$ cat config.mk
export PLATFORM = sky130hd
export DESIGN_NAME = sync_length_xor_deframer_flat
export DESIGN_NICKNAME = d
export VERILOG_FILES = /design/src/hdl/sldf_pkg.sv /design/src/hdl/sldf_if.sv /design/src/hdl/sldf_core.sv /design/src/hdl/sldf_queue.sv /design/src/hdl/sync_length_xor_deframer.sv /design/src/flat_wrapper.sv
export SDC_FILE = /design/constraint.sdc
export NUM_CORES = 1
export LEC_CHECK = 0
export ABC_AREA = 1
export BUFFER_PORTS_ARGS = -buffer_cell sky130_fd_sc_hd__buf_2
export CAP_MARGIN = 40
export CELL_PAD_IN_SITES_DETAIL_PLACEMENT = 0
export CELL_PAD_IN_SITES_GLOBAL_PLACEMENT = 1
export CORE_ASPECT_RATIO = 0.6
export CORE_UTILIZATION = 43
export CTS_CLUSTER_DIAMETER = 100
export CTS_CLUSTER_SIZE = 30
export DETAILED_ROUTE_END_ITERATION = 16
export GPL_TIMING_DRIVEN = 0
export HOLD_SLACK_MARGIN = 0.03
export PLACE_DENSITY = 0.85
export SLEW_MARGIN = 15
export SYNTH_ARGS = -nofsm -noshare
export SYNTH_HDL_FRONTEND = slang
export SYNTH_SLANG_ARGS = --single-unit
$ cat constraint.sdc
create_clock -name i_clk -period 5.5 [get_ports i_clk]
set_input_delay 0.275 -clock i_clk [delete_from_list [all_inputs] [get_ports i_clk]]
set_output_delay 0.275 -clock i_clk [all_outputs]
set_load 0.02 [all_outputs]
$ cat src/hdl/sldf_pkg.sv
// sldf_pkg: shared types and constants of the sync/length/XOR deframer.
// Depends on nothing; the core, queue, top level and testbench import it.
package sldf_pkg;

    localparam logic [7:0] SYNC_FIRST  = 8'h96;
    localparam logic [7:0] SYNC_SECOND = 8'h69;

    // Result kinds
    typedef enum logic [1:0] {
        KIND_DATA = 2'd0,
        KIND_OK   = 2'd1,
        KIND_BAD  = 2'd2,
        KIND_CUT  = 2'd3
    } t_kind;

    // One result item as it travels from the core to the output queue
    typedef struct packed {
        t_kind       kind;
        logic [7:0]  payload_byte;
        logic [15:0] frame_length;
        logic        last;
    } t_result;

endpackage

$ cat src/hdl/sldf_if.sv
// sldf_if: valid/ready channel interfaces for the deframer's input and output items.
// Depends on nothing; the top level uses both.
interface sldf_in_if;
    logic       valid;
    logic       ready;
    logic [7:0] rx_byte;
    logic       chunk_end;

    modport source (output valid, input ready, output rx_byte, output chunk_end);
    modport sink   (input valid, output ready, input rx_byte, input chunk_end);
endinterface

interface sldf_out_if;
    logic        valid;
    logic        ready;
    logic [1:0]  kind;
    logic [7:0]  payload_byte;
    logic [15:0] frame_length;
    logic        last;

    modport source (output valid, input ready, output kind, output payload_byte,
                    output frame_length, output last);
    modport sink   (input valid, output ready, input kind, input payload_byte,
                    input frame_length, input last);
endinterface

$ cat src/hdl/sldf_core.sv
// sldf_core: frame parser state machine; turns one accepted byte into zero to two results.
// Depends on sldf_pkg.
module sldf_core (
    input  logic              i_clk,
    input  logic              i_rst_n,
    input  logic              i_accept,
    input  logic [7:0]        i_rx_byte,
    input  logic              i_chunk_end,
    output logic [1:0]        o_count,
    output sldf_pkg::t_result o_res0,
    output sldf_pkg::t_result o_res1
);
    import sldf_pkg::*;

    typedef enum logic [2:0] {
        PH_HUNT  = 3'd0,
        PH_SYNC1 = 3'd1,
        PH_LENHI = 3'd2,
        PH_LENLO = 3'd3,
        PH_DATA  = 3'd4,
        PH_CHECK = 3'd5
    } t_phase;

    t_phase      r_phase, n_phase;
    logic [15:0] r_len, n_len;
    logic [15:0] r_rem, n_rem;
    logic [7:0]  r_xor, n_xor;
    logic [15:0] len_lo;
    logic [15:0] rem_dec;
    logic        in_frame;

    assign len_lo  = r_len | {8'h00, i_rx_byte};
    assign rem_dec = r_rem - 16'd1;

    // Next state and results for the byte on the input
    always_comb begin
        n_phase = r_phase;
        n_len   = r_len;
        n_rem   = r_rem;
        n_xor   = r_xor;
        o_count = 2'd0;
        o_res0  = '0;
        o_res1  = '0;

        case (r_phase)
            PH_SYNC1: begin
                if (i_rx_byte == SYNC_SECOND) begin
                    n_phase = PH_LENHI;
                    n_len   = '0;
                    n_rem   = '0;
                    n_xor   = '0;
                end else if (i_rx_byte != SYNC_FIRST) begin
                    n_phase = PH_HUNT;
                end
            end
            PH_LENHI: begin
                n_len   = {i_rx_byte, 8'h00};
                n_xor   = i_rx_byte;
                n_phase = PH_LENLO;
            end
            PH_LENLO: begin
                n_len   = len_lo;
                n_rem   = len_lo;
                n_xor   = r_xor ^ i_rx_byte;
                n_phase = (len_lo == 16'd0) ? PH_CHECK : PH_DATA;
            end
            PH_DATA: begin
                o_res0.kind         = KIND_DATA;
                o_res0.payload_byte = i_rx_byte;
                o_count             = 2'd1;
                n_xor               = r_xor ^ i_rx_byte;
                n_rem               = rem_dec;
                if (rem_dec == 16'd0) begin
                    n_phase = PH_CHECK;
                end
            end
            PH_CHECK: begin
                o_res0.kind         = (i_rx_byte == r_xor) ? KIND_OK : KIND_BAD;
                o_res0.frame_length = r_len;
                o_count             = 2'd1;
                n_phase             = PH_HUNT;
                n_len               = '0;
                n_rem               = '0;
                n_xor               = '0;
            end
            default: begin
                n_phase = (i_rx_byte == SYNC_FIRST) ? PH_SYNC1 : PH_HUNT;
            end
        endcase

        in_frame = (n_phase == PH_LENHI) || (n_phase == PH_LENLO) ||
                   (n_phase == PH_DATA)  || (n_phase == PH_CHECK);

        // Abort a partial frame at the end of a chunk
        if (i_chunk_end) begin
            if (in_frame) begin
                if (o_count == 2'd0) begin
                    o_res0.kind         = KIND_CUT;
                    o_res0.frame_length = n_len;
                    o_count             = 2'd1;
                end else begin
                    o_res1.kind         = KIND_CUT;
                    o_res1.frame_length = n_len;
                    o_count             = 2'd2;
                end
            end
            n_phase = PH_HUNT;
            n_len   = '0;
            n_rem   = '0;
            n_xor   = '0;
        end

        // Flag the final result of this byte
        o_res0.last = (o_count == 2'd1);
        o_res1.last = (o_count == 2'd2);
    end

    // Hold parser state; advance on each accepted item
    always_ff @(posedge i_clk) begin
        if (!i_rst_n) begin
            r_phase <= PH_HUNT;
            r_len   <= '0;
            r_rem   <= '0;
            r_xor   <= '0;
        end else if (i_accept) begin
            r_phase <= n_phase;
            r_len   <= n_len;
            r_rem   <= n_rem;
            r_xor   <= n_xor;
        end
    end

endmodule

$ cat src/hdl/sldf_queue.sv
// sldf_queue: result queue taking up to two results a cycle and giving out one.
// Depends on sldf_pkg.
module sldf_queue #(
    parameter int DEPTH = 4
) (
    input  logic              i_clk,
    input  logic              i_rst_n,
    input  logic [1:0]        i_push_count,
    input  sldf_pkg::t_result i_res0,
    input  sldf_pkg::t_result i_res1,
    output logic              o_room,
    output logic              o_valid,
    input  logic              i_pop,
    output sldf_pkg::t_result o_head
);
    import sldf_pkg::*;

    localparam int PW = (DEPTH > 1) ? $clog2(DEPTH) : 1;
    localparam int CW = $clog2(DEPTH + 1);

    t_result         r_mem [DEPTH];
    logic [PW-1:0]   r_wr_ptr, n_wr_ptr;
    logic [PW-1:0]   r_rd_ptr;
    logic [CW-1:0]   r_count;
    logic [PW-1:0]   wr_ptr_1;
    logic            pop_ok;

    function automatic logic [PW-1:0] ptr_inc(input logic [PW-1:0] p);
        ptr_inc = (p == PW'(DEPTH - 1)) ? '0 : p + PW'(1);
    endfunction

    assign wr_ptr_1 = ptr_inc(r_wr_ptr);
    assign o_room   = (r_count <= CW'(DEPTH - 2));
    assign o_valid  = (r_count != '0);
    assign o_head   = r_mem[r_rd_ptr];
    assign pop_ok   = i_pop && o_valid;

    always_comb begin
        case (i_push_count)
            2'd1:    n_wr_ptr = wr_ptr_1;
            2'd2:    n_wr_ptr = ptr_inc(wr_ptr_1);
            default: n_wr_ptr = r_wr_ptr;
        endcase
    end

    // Store pushed results
    always_ff @(posedge i_clk) begin
        if (i_push_count != 2'd0) begin
            r_mem[r_wr_ptr] <= i_res0;
        end
        if (i_push_count == 2'd2) begin
            r_mem[wr_ptr_1] <= i_res1;
        end
    end

    // Advance pointers and fill count
    always_ff @(posedge i_clk) begin
        if (!i_rst_n) begin
            r_wr_ptr <= '0;
            r_rd_ptr <= '0;
            r_count  <= '0;
        end else begin
            r_wr_ptr <= n_wr_ptr;
            if (pop_ok) begin
                r_rd_ptr <= ptr_inc(r_rd_ptr);
            end
            r_count <= r_count + CW'(i_push_count) - CW'(pop_ok);
        end
    end

endmodule

$ cat src/hdl/sync_length_xor_deframer.sv
// sync_length_xor_deframer: top level of the serial frame deframer.
// Depends on sldf_pkg, sldf_if, sldf_core and sldf_queue.
//
// Usage:
//   i_in carries received bytes (rx_byte) with a chunk_end mark; o_out carries
//   result items: payload bytes (kind 0) and frame status (ok, checksum
//   mismatch, cut short) with the frame length, and last on the final result
//   of each input byte. Frames are 0x96 0x69, length high, length low,
//   payload, XOR check byte.
//   Each result is written into the result queue when its byte is taken and
//   is offered on o_out in order. One byte is taken per cycle while the queue
//   has room. A byte that ends a chunk inside a payload gives two results,
//   which leave o_out one after another. i_in.ready is high while the result
//   queue has room for two results; the queue holds QUEUE_DEPTH results.
//   Reset returns the parser to hunting for the first sync byte and empties
//   the result queue; nothing is delivered after reset until new bytes come.
module sync_length_xor_deframer #(
    parameter int QUEUE_DEPTH = 4
) (
    input  logic       i_clk,
    input  logic       i_rst_n,
    sldf_in_if.sink    i_in,
    sldf_out_if.source o_out
);
    import sldf_pkg::*;

    logic       accept;
    logic       room;
    logic [1:0] core_count;
    logic [1:0] push_count;
    t_result    res0, res1, head;

    assign i_in.ready = room;
    assign accept     = i_in.valid && room;

    // Parse the accepted byte
    sldf_core u_core (
        .i_clk       (i_clk),
        .i_rst_n     (i_rst_n),
        .i_accept    (accept),
        .i_rx_byte   (i_in.rx_byte),
        .i_chunk_end (i_in.chunk_end),
        .o_count     (core_count),
        .o_res0      (res0),
        .o_res1      (res1)
    );

    // Drop results of cycles without an accepted item
    assign push_count = accept ? core_count : 2'd0;

    sldf_queue #(
        .DEPTH (QUEUE_DEPTH)
    ) u_queue (
        .i_clk        (i_clk),
        .i_rst_n      (i_rst_n),
        .i_push_count (push_count),
        .i_res0       (res0),
        .i_res1       (res1),
        .o_room       (room),
        .o_valid      (o_out.valid),
        .i_pop        (o_out.ready),
        .o_head       (head)
    );

    assign o_out.kind         = head.kind;
    assign o_out.payload_byte = head.payload_byte;
    assign o_out.frame_length = head.frame_length;
    assign o_out.last         = head.last;

endmodule

$ cat src/flat_wrapper.sv
// flat-port wrapper written by rule: the top's interface ports become plain ports
module sync_length_xor_deframer_flat import sldf_pkg::*;
#(
    parameter int QUEUE_DEPTH = 4
)
  (i_clk, i_rst_n, i_in_valid, i_in_ready, i_in_rx_byte, i_in_chunk_end, o_out_valid, o_out_ready, o_out_kind, o_out_payload_byte, o_out_frame_length, o_out_last);
  sldf_in_if i_in_i ();
  sldf_out_if o_out_i ();
  input  logic i_clk;
  input  logic i_rst_n;
  input wire logic [$bits(i_in_i.valid)-1:0] i_in_valid;
  output wire logic [$bits(i_in_i.ready)-1:0] i_in_ready;
  input wire logic [$bits(i_in_i.rx_byte)-1:0] i_in_rx_byte;
  input wire logic [$bits(i_in_i.chunk_end)-1:0] i_in_chunk_end;
  output wire logic [$bits(o_out_i.valid)-1:0] o_out_valid;
  input wire logic [$bits(o_out_i.ready)-1:0] o_out_ready;
  output wire logic [$bits(o_out_i.kind)-1:0] o_out_kind;
  output wire logic [$bits(o_out_i.payload_byte)-1:0] o_out_payload_byte;
  output wire logic [$bits(o_out_i.frame_length)-1:0] o_out_frame_length;
  output wire logic [$bits(o_out_i.last)-1:0] o_out_last;
  assign i_in_i.valid = i_in_valid;
  assign i_in_ready = i_in_i.ready;
  assign i_in_i.rx_byte = i_in_rx_byte;
  assign i_in_i.chunk_end = i_in_chunk_end;
  assign o_out_valid = o_out_i.valid;
  assign o_out_i.ready = o_out_ready;
  assign o_out_kind = o_out_i.kind;
  assign o_out_payload_byte = o_out_i.payload_byte;
  assign o_out_frame_length = o_out_i.frame_length;
  assign o_out_last = o_out_i.last;
  sync_length_xor_deframer #(.QUEUE_DEPTH(QUEUE_DEPTH)) u_core (.i_clk(i_clk), .i_rst_n(i_rst_n), .i_in(i_in_i), .o_out(o_out_i));
endmodule
==> results.cfg, run 1 <==
[outcome]
outcome = complete, no violations

[floorplan]
io_pins = 42
start_util_pct = 44.3
die_w_um = 184
core_um2 = 19200
rows = 39
die_y_um = 111
die_area_um2 = 20400

[global_routing]
antenna_found_initial = 1
grt_pass1_wl_um = 42800
overflow = 0
grt_pass1_vias = 7337
grt_use_total_pct = 28.2
grt_max_degree = 17

[placement]
dp.cells = 1383
hpwl_um = 20500
placed_area_um2 = 9120
io_buffers = 40
dp_slack_ns = 0.767
gp_congestion = 0.970

[clocking]
cts_resized = 0
numCtsBuffers = 17
htreeDepth = 4
ctsLongestPathBuffers = 2
clk-insertion-delay-late_ns = 0.45
cts_hold_buf = 0
post-cts-setup-buffers = 0
clkTransAtPathRegs_ns = 0.07
cts_tree = yes
cts_root_buf = clkbuf_16
cts_num_sinks = 160

[yosys]
synth.distinct_cells = 34
ys_seq_area_share_pct = 46.6
synth_top_area_cell = edfxtp_1
ys_warn_count = 0
netlist_area_um2 = 8510
synth.ff_latch_count = 160
synth.avg_cell_area_um2 = 7.93
synth_nets = 1104
yosys-top-cells-area = edfxtp_1 27%, dfxtp_1 20%, o21ai_0 9.0%, nand2_1 8.8%, nor2_1 5.5%
yosysTopAreaCellShare_pct = 26.8
synth_cells = 1073

[drt]
wl_per_cell_um = 19.7
vias = 8098
dr.pass1.iters = 5
ant_nets = 0
drt-vias-per-instance = 5.72
drc_errors = 0
drt_iter0_drc = 1134
wl_um = 27900

[worst_setup_path]
crit_type = register to register
critPathCaptureType = register
critPathSlowestCell = nor2_2
cp.required_ns = 5.78
start_kind = register
crit_fanout = 10
cp_slowest_stage_delay_ns = 0.56
path_cells = inv_2 > nand2_1 > nor2_4 > nor2_1 > nand2_1 > ha_1 > inv_1 > o21ai_0 > nand3_1 > ha_1 > inv_1 > nand2_1 > nor2_2 > inv_1 > clkbuf_1 > o22ai_1
cp_data_arrival_time_ns = 5.20

[timing]
tightest_slew_ns = 0.716
setup_viol = 0
setup_tns_ns = 0
min_period_over_period_pct = 89.5
setup_slack_ns = 0.578
slew_viol_final = 0
hold_violations = 0
clock_skew_ns = 0.0134
slew_headroom_pct = 52.3
rsz0062_at_grt = false
finalCriticalPeriod_ns = 4.92
max_freq_mhz = 203

[pwr]
vdd_drop_max_uv = 238
power_w = 0.00323
power.leakage_nw = 3.47
power-per-cell-area_nw_per_um2 = 333

[final_layout]
area_growth_pct = 14.0
finish.net_count = 1167
antenna_cells = 0
fill_cells = 1896
drive_above_1_share_pct = 12.8
finalInstanceArea_um2 = 9710
fin_cells = 1415

[worst_hold_path]
hold_path.class = input pin to register

[job]
cap_violations = 0
-- Yosys cell counts, drive strengths merged --
master / count
nand2: 206
a211oi: 2
ha: 17
nor2: 146
edfxtp: 76
clkbuf: 37
nor4: 2
xnor2: 8
nor3: 6
buf: 11
nand3: 52
inv: 95
nand3b: 2
nand4: 9
a21oi: 50
xor2: 7
clkinv: 3
o211a: 1
a22oi: 10
dfxtp: 84
o21ai: 174
fa: 1
o22ai: 74
-- flip-flops by register name, summed over array words and instances (netlist names), named ones only --
name and count:
u_core.u_core.r_rem 16, u_core.u_core.r_xor 8, u_core.u_queue.r_count 3, u_core.u_core.r_len 16
u_core.u_core.r_phase 3, u_core.u_queue.r_wr_ptr 2, u_core.u_queue.r_mem 108, u_core.u_queue.r_rd_ptr 2
-- cell usage in the layout, fill, tap and decap left out, drive strengths merged --
master / count
nand2: 206
o21ai: 174
nor2: 146
inv: 99
dfxtp: 84
edfxtp: 76
o22ai: 74
buf: 55
clkbuf: 54
nand3: 52
a21oi: 50
ha: 17
a22oi: 10
clkinv: 10
nand4: 9
xnor2: 8
xor2: 7
nor3: 6
nand3b: 2
nor4: 2
a211oi: 2
clkinvlp: 2
bufinv: 2
o211a: 1
fa: 1
-- per-layer routing --
layer  wire (µm)  vias to the layer above  track usage (%)
met5           7                        -                0
met4         326                        2             6.61
met3        3280                       29             8.31
met2       11200                      412             38.0
met1       13100                     3828             43.3
li1            -                     3827                -
-- where the power goes --
part           switching [W]  internal, W  leakage (nW)
combinational       0.000535     0.000206          1.88
clock               0.000537     0.000675         0.284
sequential         0.0000167      0.00126          1.31
total                0.00109      0.00214          3.47
-- metrics by stage --
step                      hold WS, ns  util, %
after floorplan                 0.368        -
after global placement          0.458     47.1
after detailed placement        0.466     47.4
after CTS                       0.110     50.5
after global routing            0.133     50.5
final                           0.131     50.5
-- critical path, delay by kind of cell, from the launching register on --
| family | cells | cell delay, ns |
|---|---|---|
| fa+ha+maj | 2 | 0.59 |
| flops | 1 | 0.42 |
| simple gates | 7 | 2.00 |
| compound gates | 2 | 0.76 |
| buf+inv | 5 | 0.96 |
-- area by class of cell --
type	instances	area, µm²	share of cell area [%]
buffer	48	221	2.28
clock buffer	17	425	4.38
clock inverter	15	161	1.66
inverter	98	368	3.79
multi-input combinational	767	3960	40.8
sequential	160	3960	40.8
tap	266	333	3.43
timing repair buffer	44	273	2.81
-- kinds of logic after synthesis --
| family | synth area share, % |
|---|---|
| simple gates | 21.2 |
| compound gates | 21.0 |
| flops | 46.6 |
| buf+inv | 6.92 |
| fa+ha+maj | 2.73 |
| xor+xnor | 1.54 |
-- worst paths after layout --
kind / start / slack (ns) / depth (start not counted) / end
worst max-delay path: u_core.u_core.r_phase[1] / 0.58 / 16 / u_core.u_queue.r_mem[0][7]
worst min-delay path: i_rst_n / 0.13 / 3 / u_core.u_queue.r_count[0]
worst max register to register: u_core.u_core.r_phase[1] / 0.58 / 16 / u_core.u_queue.r_mem[0][7]
worst min register to register: u_core.u_core.r_xor[4] / 0.48 / 2 / u_core.u_core.r_xor[4]
Note: power is estimated with default switching activity, not from simulation.
==> run 2: changes to the inputs <==
BUFFER_PORTS_ARGS = -buffer_cell sky130_fd_sc_hd__clkbuf_2   (was -buffer_cell sky130_fd_sc_hd__buf_2)
==> results.cfg, run 2 (same netlist as run 1, synthesis figures left out) <==
[drt]
wl_um = 27800
ant_nets = 0
drc_errors = 0
drt-vias-per-instance = 5.68
vias = 8036
wl_per_cell_um = 19.6
dr.pass1.iters = 6
drt_iter0_drc = 1127

[placement]
io_buffers = 40
hpwl_um = 20600
gp_congestion = 0.958

[global_routing]
overflow = 0
antenna_found_initial = 0
grt_use_total_pct = 28.3
grt_max_degree = 17
grt_pass1_wl_um = 43000
grt_pass1_vias = 7345

[final_layout]
antenna_cells = 0
reg_top3 = u_core.u_queue.r_mem: 108 flops, u_core.u_core.r_len: 16 flops, u_core.u_core.r_rem: 16 flops
multi_input_area_um2 = 3960
seq_area_um2 = 3960
largest-register = u_core.u_queue.r_mem
postLayoutCoreUtil_pct = 50.3
layout_commonest_cell = nand2_1
largest_reg_flops = 108
finish.net_count = 1167
area_growth_pct = 13.5
drive_above_1_share_pct = 12.7
fill_cells = 1908
layout_common_cells = 200 x nand2_1, 153 x o21ai_0, 125 x nor2_1

[timing]
clock_skew_ns = 0.0111
rsz0062_at_grt = false
min_period_over_period_pct = 89.9
slew_headroom_pct = 50.4
setup_tns_ns = 0
max_freq_mhz = 202
finalCriticalPeriod_ns = 4.95
hold_violations = 0
setup_viol = 0
slew_viol_final = 0
tightest_slew_ns = 0.744

[worst_setup_path]
crit_type = register to register
critPathCaptureType = register
crit_fanout = 10
cp.required_ns = 5.77
cp_data_arrival_time_ns = 5.21
start_kind = register

[clocking]
clkTransAtPathRegs_ns = 0.06
numCtsBuffers = 17
cts_tree = yes
ctsLongestPathBuffers = 2
clk-insertion-delay-late_ns = 0.44
post-cts-setup-buffers = 0
cts_root_buf = clkbuf_16
cts_resized = 0
cts_num_sinks = 160
cts_hold_buf = 0
htreeDepth = 4

[floorplan]
die_area_um2 = 20400
core_um2 = 19200
io_pins = 42
start_util_pct = 44.3
die_y_um = 111
rows = 39
die_w_um = 184

[outcome]
outcome = complete, no violations

[job]
cap_violations = 0

[pwr]
power.leakage_nw = 3.46
power-per-cell-area_nw_per_um2 = 325
vdd_drop_max_uv = 256

[worst_hold_path]
hold_path.class = input pin to register
==> run 2: final timing paths <==
kind / cells after the start / startpoint / slack (ns) / endpoint
worst min register to register: 2 / u_core.u_queue.r_mem[3][17] / 0.48 / u_core.u_queue.r_mem[3][17]
worst min-delay path: 3 / i_rst_n / 0.15 / u_core.u_queue.r_count[0]
worst max register to register: 16 / u_core.u_core.r_phase[1] / 0.55 / u_core.u_queue.r_mem[3][7]
worst max-delay path: 16 / u_core.u_core.r_phase[1] / 0.55 / u_core.u_queue.r_mem[3][7]
==> run 2: per-layer routing <==
| metal | GRT usage [%] | share of wire, % | vias up |
|---|---|---|---|
| met5 | 0 | 0 | - |
| met4 | 5.44 | 0.97 | 0 |
| met3 | 7.56 | 12 | 27 |
| met2 | 37.6 | 40 | 423 |
| met1 | 44.8 | 48 | 3774 |
| li1 | - | - | 3812 |
==> run 2: critical path: stages (launching register included) <==
cell      delay (ns)
dfxtp_1         0.42
inv_2           0.09
nand2_1         0.12
nor2_4          0.07
nor2_1          0.50
nand2_1         0.18
ha_1            0.32
inv_1           0.05
o21ai_0         0.49
nand3_1         0.27
ha_1            0.28
nor2_1          0.11
clkinv_1        0.36
nor2_2          0.62
inv_1           0.36
buf_2           0.31
o22ai_1         0.20
==> run 2: report_power, final <==
group,internal (W),switching (W)
Clock,0.000620,0.000509
Sequential,0.00126,0.0000169
Combinational,0.000204,0.000533
Total,0.00209,0.00106
==> run 2: through the flow <==
stage	total power [W]	std cells	setup slack [ns]	hold slack [ns]	cell area (µm²)
global route	0.00327	1415	0.170	0.168	9660
global placement	0.00202	1379	0.609	0.458	9050
CTS	0.00314	1415	0.634	0.145	9660
detailed placement	0.00203	1383	0.691	0.468	9120
finish	0.00314	1415	0.553	0.148	9660
floorplan	0.00177	1073	2.26	0.368	8510
==> run 2: cell type report <==
| cell class | instances | area share [%] |
|---|---|---|
| flip-flops and latches | 160 | 41.0 |
| multi-input cells | 767 | 41.0 |
| clock buffers | 18 | 4.44 |
| inverters | 98 | 3.81 |
| well taps | 266 | 3.44 |
| repair buffers | 44 | 2.82 |
| plain buffers | 48 | 2.29 |
| clock inverters | 14 | 1.20 |
==> run 3: changes to the inputs <==
CORE_UTILIZATION = 35   (was 43)
PLACE_DENSITY = 0.73   (was 0.85)
==> results.cfg, run 3 (same netlist as run 1, synthesis figures left out) <==
[timing]
hold_violations = 0
setup_tns_ns = 0
clock_skew_ns = 0.0115
tightest_slew_ns = 0.751
slew_headroom_pct = 49.9
setup_viol = 0
rsz0062_at_grt = false
finalCriticalPeriod_ns = 5.11
slew_viol_final = 0
min_period_over_period_pct = 93.0
max_freq_mhz = 196

[drt]
drt-vias-per-instance = 5.54
drt_iter0_drc = 953
wl_per_cell_um = 20.2
ant_nets = 0
wl_um = 29600
dr.pass1.iters = 5
vias = 8104
drc_errors = 0

[global_routing]
grt_pass1_vias = 7230
grt_max_degree = 17
grt_pass1_wl_um = 44700
overflow = 0
antenna_found_initial = 0
grt_use_total_pct = 24.3

[final_layout]
fill_cells = 2456
drive_above_1_share_pct = 12.5
layout_commonest_cell = nand2_1
largest_reg_flops = 108
finalInstanceArea_um2 = 9770
layout_common_cells = 200 x nand2_1, 153 x o21ai_0, 125 x nor2_1
largest-register = u_core.u_queue.r_mem
finish.net_count = 1167
antenna_cells = 0
reg_top3 = u_core.u_queue.r_mem: 108 flops, u_core.u_core.r_len: 16 flops, u_core.u_core.r_rem: 16 flops
area_growth_pct = 14.8

[floorplan]
io_pins = 42
die_area_um2 = 25000
start_util_pct = 36.3
core_um2 = 23500
die_y_um = 123
rows = 43
die_w_um = 203

[worst_setup_path]
crit_fanout = 10
cp_data_arrival_time_ns = 5.36
start_kind = register
critPathSlowestCell = nor2_2
cp.depth = 16
path_cells = inv_2 > nand2_1 > nor2_4 > nor2_1 > nand2_1 > ha_1 > inv_1 > o21ai_0 > nand3_1 > ha_1 > inv_1 > nand2_1 > nor2_2 > inv_1 > clkbuf_1 > o22ai_1
path_delay_family = simple AND/OR/NAND/NOR gates
critPathCaptureType = register
crit_type = register to register
crit_end = u_core.u_queue.r_mem[0][7]
cp_slowest_stage_delay_ns = 0.61
r2r-end = u_core.u_queue.r_mem[0][7]
reg2reg_depth = 16
timing.rr.start = u_core.u_core.r_phase[1]
rrSetupSlack_ns = 0.39
cp.required_ns = 5.74
critical_path.n_buffers_inverters = 5
startpoint = u_core.u_core.r_phase[1]

[clocking]
clkTransAtPathRegs_ns = 0.07
post-cts-setup-buffers = 0
ctsLongestPathBuffers = 2
cts_root_buf = clkbuf_16
numCtsBuffers = 17
htreeDepth = 4
cts_tree = yes
cts_num_sinks = 160
cts_hold_buf = 0
clk-insertion-delay-late_ns = 0.44
cts_resized = 0

[worst_hold_path]
hold_path.class = input pin to register

[pwr]
clkPwrFrac_pct = 37.7
switchingPower_w = 0.00107
vdd_drop_max_uv = 209
combPwrFrac_pct = 23.0
power-per-cell-area_nw_per_um2 = 332
p_sw_share_pct = 33.0
power_frac_seq_pct = 39.3
power.internal_w = 0.00218
power.leakage_nw = 3.48

[placement]
hpwl_um = 21800
io_buffers = 40
gp_congestion = 0.958
placed_area_um2 = 9180

[outcome]
outcome = complete, no violations

[job]
cap_violations = 0
## run 3: cell types whose count changed in the layout (fill, tap and decap cells not counted), moves of 2 or more
cell       delta
clkinv_1      +3
clkinv_2      -4
clkinv_4      +2
bufinv_16     +2
## run 3: how the worst min path moves through the flow
stage / start / to / cells past startpoint
5_1_grt: i_rst_n / u_core.u_queue.r_count[0] / 3
3_5_place_dp: u_core.u_queue.r_mem[2][21] / u_core.u_queue.r_mem[2][21] / 2
2_1_floorplan: i_rst_n / u_core.u_queue.r_count[0] / 2
6_report: i_rst_n / u_core.u_queue.r_count[0] / 3
4_1_cts: i_rst_n / u_core.u_queue.r_count[0] / 3
3_3_place_gp: u_core.u_queue.r_mem[1][17] / u_core.u_queue.r_mem[1][17] / 2
## run 3: worst reg2reg max path, delay by kind of cell (launching register included)
family	cells	cell delay, ns
buf+inv	5	0.98
fa+ha+maj	2	0.59
compound gates	2	0.88
flops	1	0.41
simple gates	7	2.06
## run 3: power groups by stage
stage               registers, W  logic [W]  clock network [W]
floorplan                0.00130   0.000468                  0
global placement         0.00130   0.000740                  0
detailed placement       0.00130   0.000737                  0
CTS                      0.00128   0.000740            0.00124
global route             0.00128   0.000820            0.00130
finish                   0.00128   0.000748            0.00122
## run 3: area by class of cell
type / instances / area (µm²) / area share, %
Sequential cell: 160 / 3960 / 40.6
Multi-Input combinational cell: 767 / 3960 / 40.5
Clock buffer: 17 / 425 / 4.35
Tap cell: 315 / 394 / 4.03
Inverter: 98 / 368 / 3.76
Timing Repair Buffer: 44 / 273 / 2.79
Buffer: 48 / 221 / 2.27
Clock inverter: 15 / 169 / 1.73
## run 3: metal layers
| metal | track usage (%) | vias up | wire [µm] |
|---|---|---|---|
| met5 | 0 | - | 0 |
| met4 | 5.08 | 0 | 291 |
| met3 | 4.91 | 24 | 2880 |
| met2 | 32.5 | 404 | 11500 |
| met1 | 39.0 | 3862 | 14900 |
| li1 | - | 3814 | - |
## run 3: metrics by stage
| stage | util [%] | hold slack [ns] | total power (W) | std cells | worst slack, ns |
|---|---|---|---|---|---|
| floorplan | - | 0.368 | 0.00177 | 1073 | 2.26 |
| global placement | 38.8 | 0.459 | 0.00204 | 1428 | 0.498 |
| detailed placement | 39.1 | 0.467 | 0.00204 | 1432 | 0.589 |
| CTS | 41.7 | 0.138 | 0.00325 | 1464 | 0.561 |
| global route | 41.7 | 0.166 | 0.00340 | 1464 | 0.183 |
| finish | 41.7 | 0.150 | 0.00325 | 1464 | 0.387 |
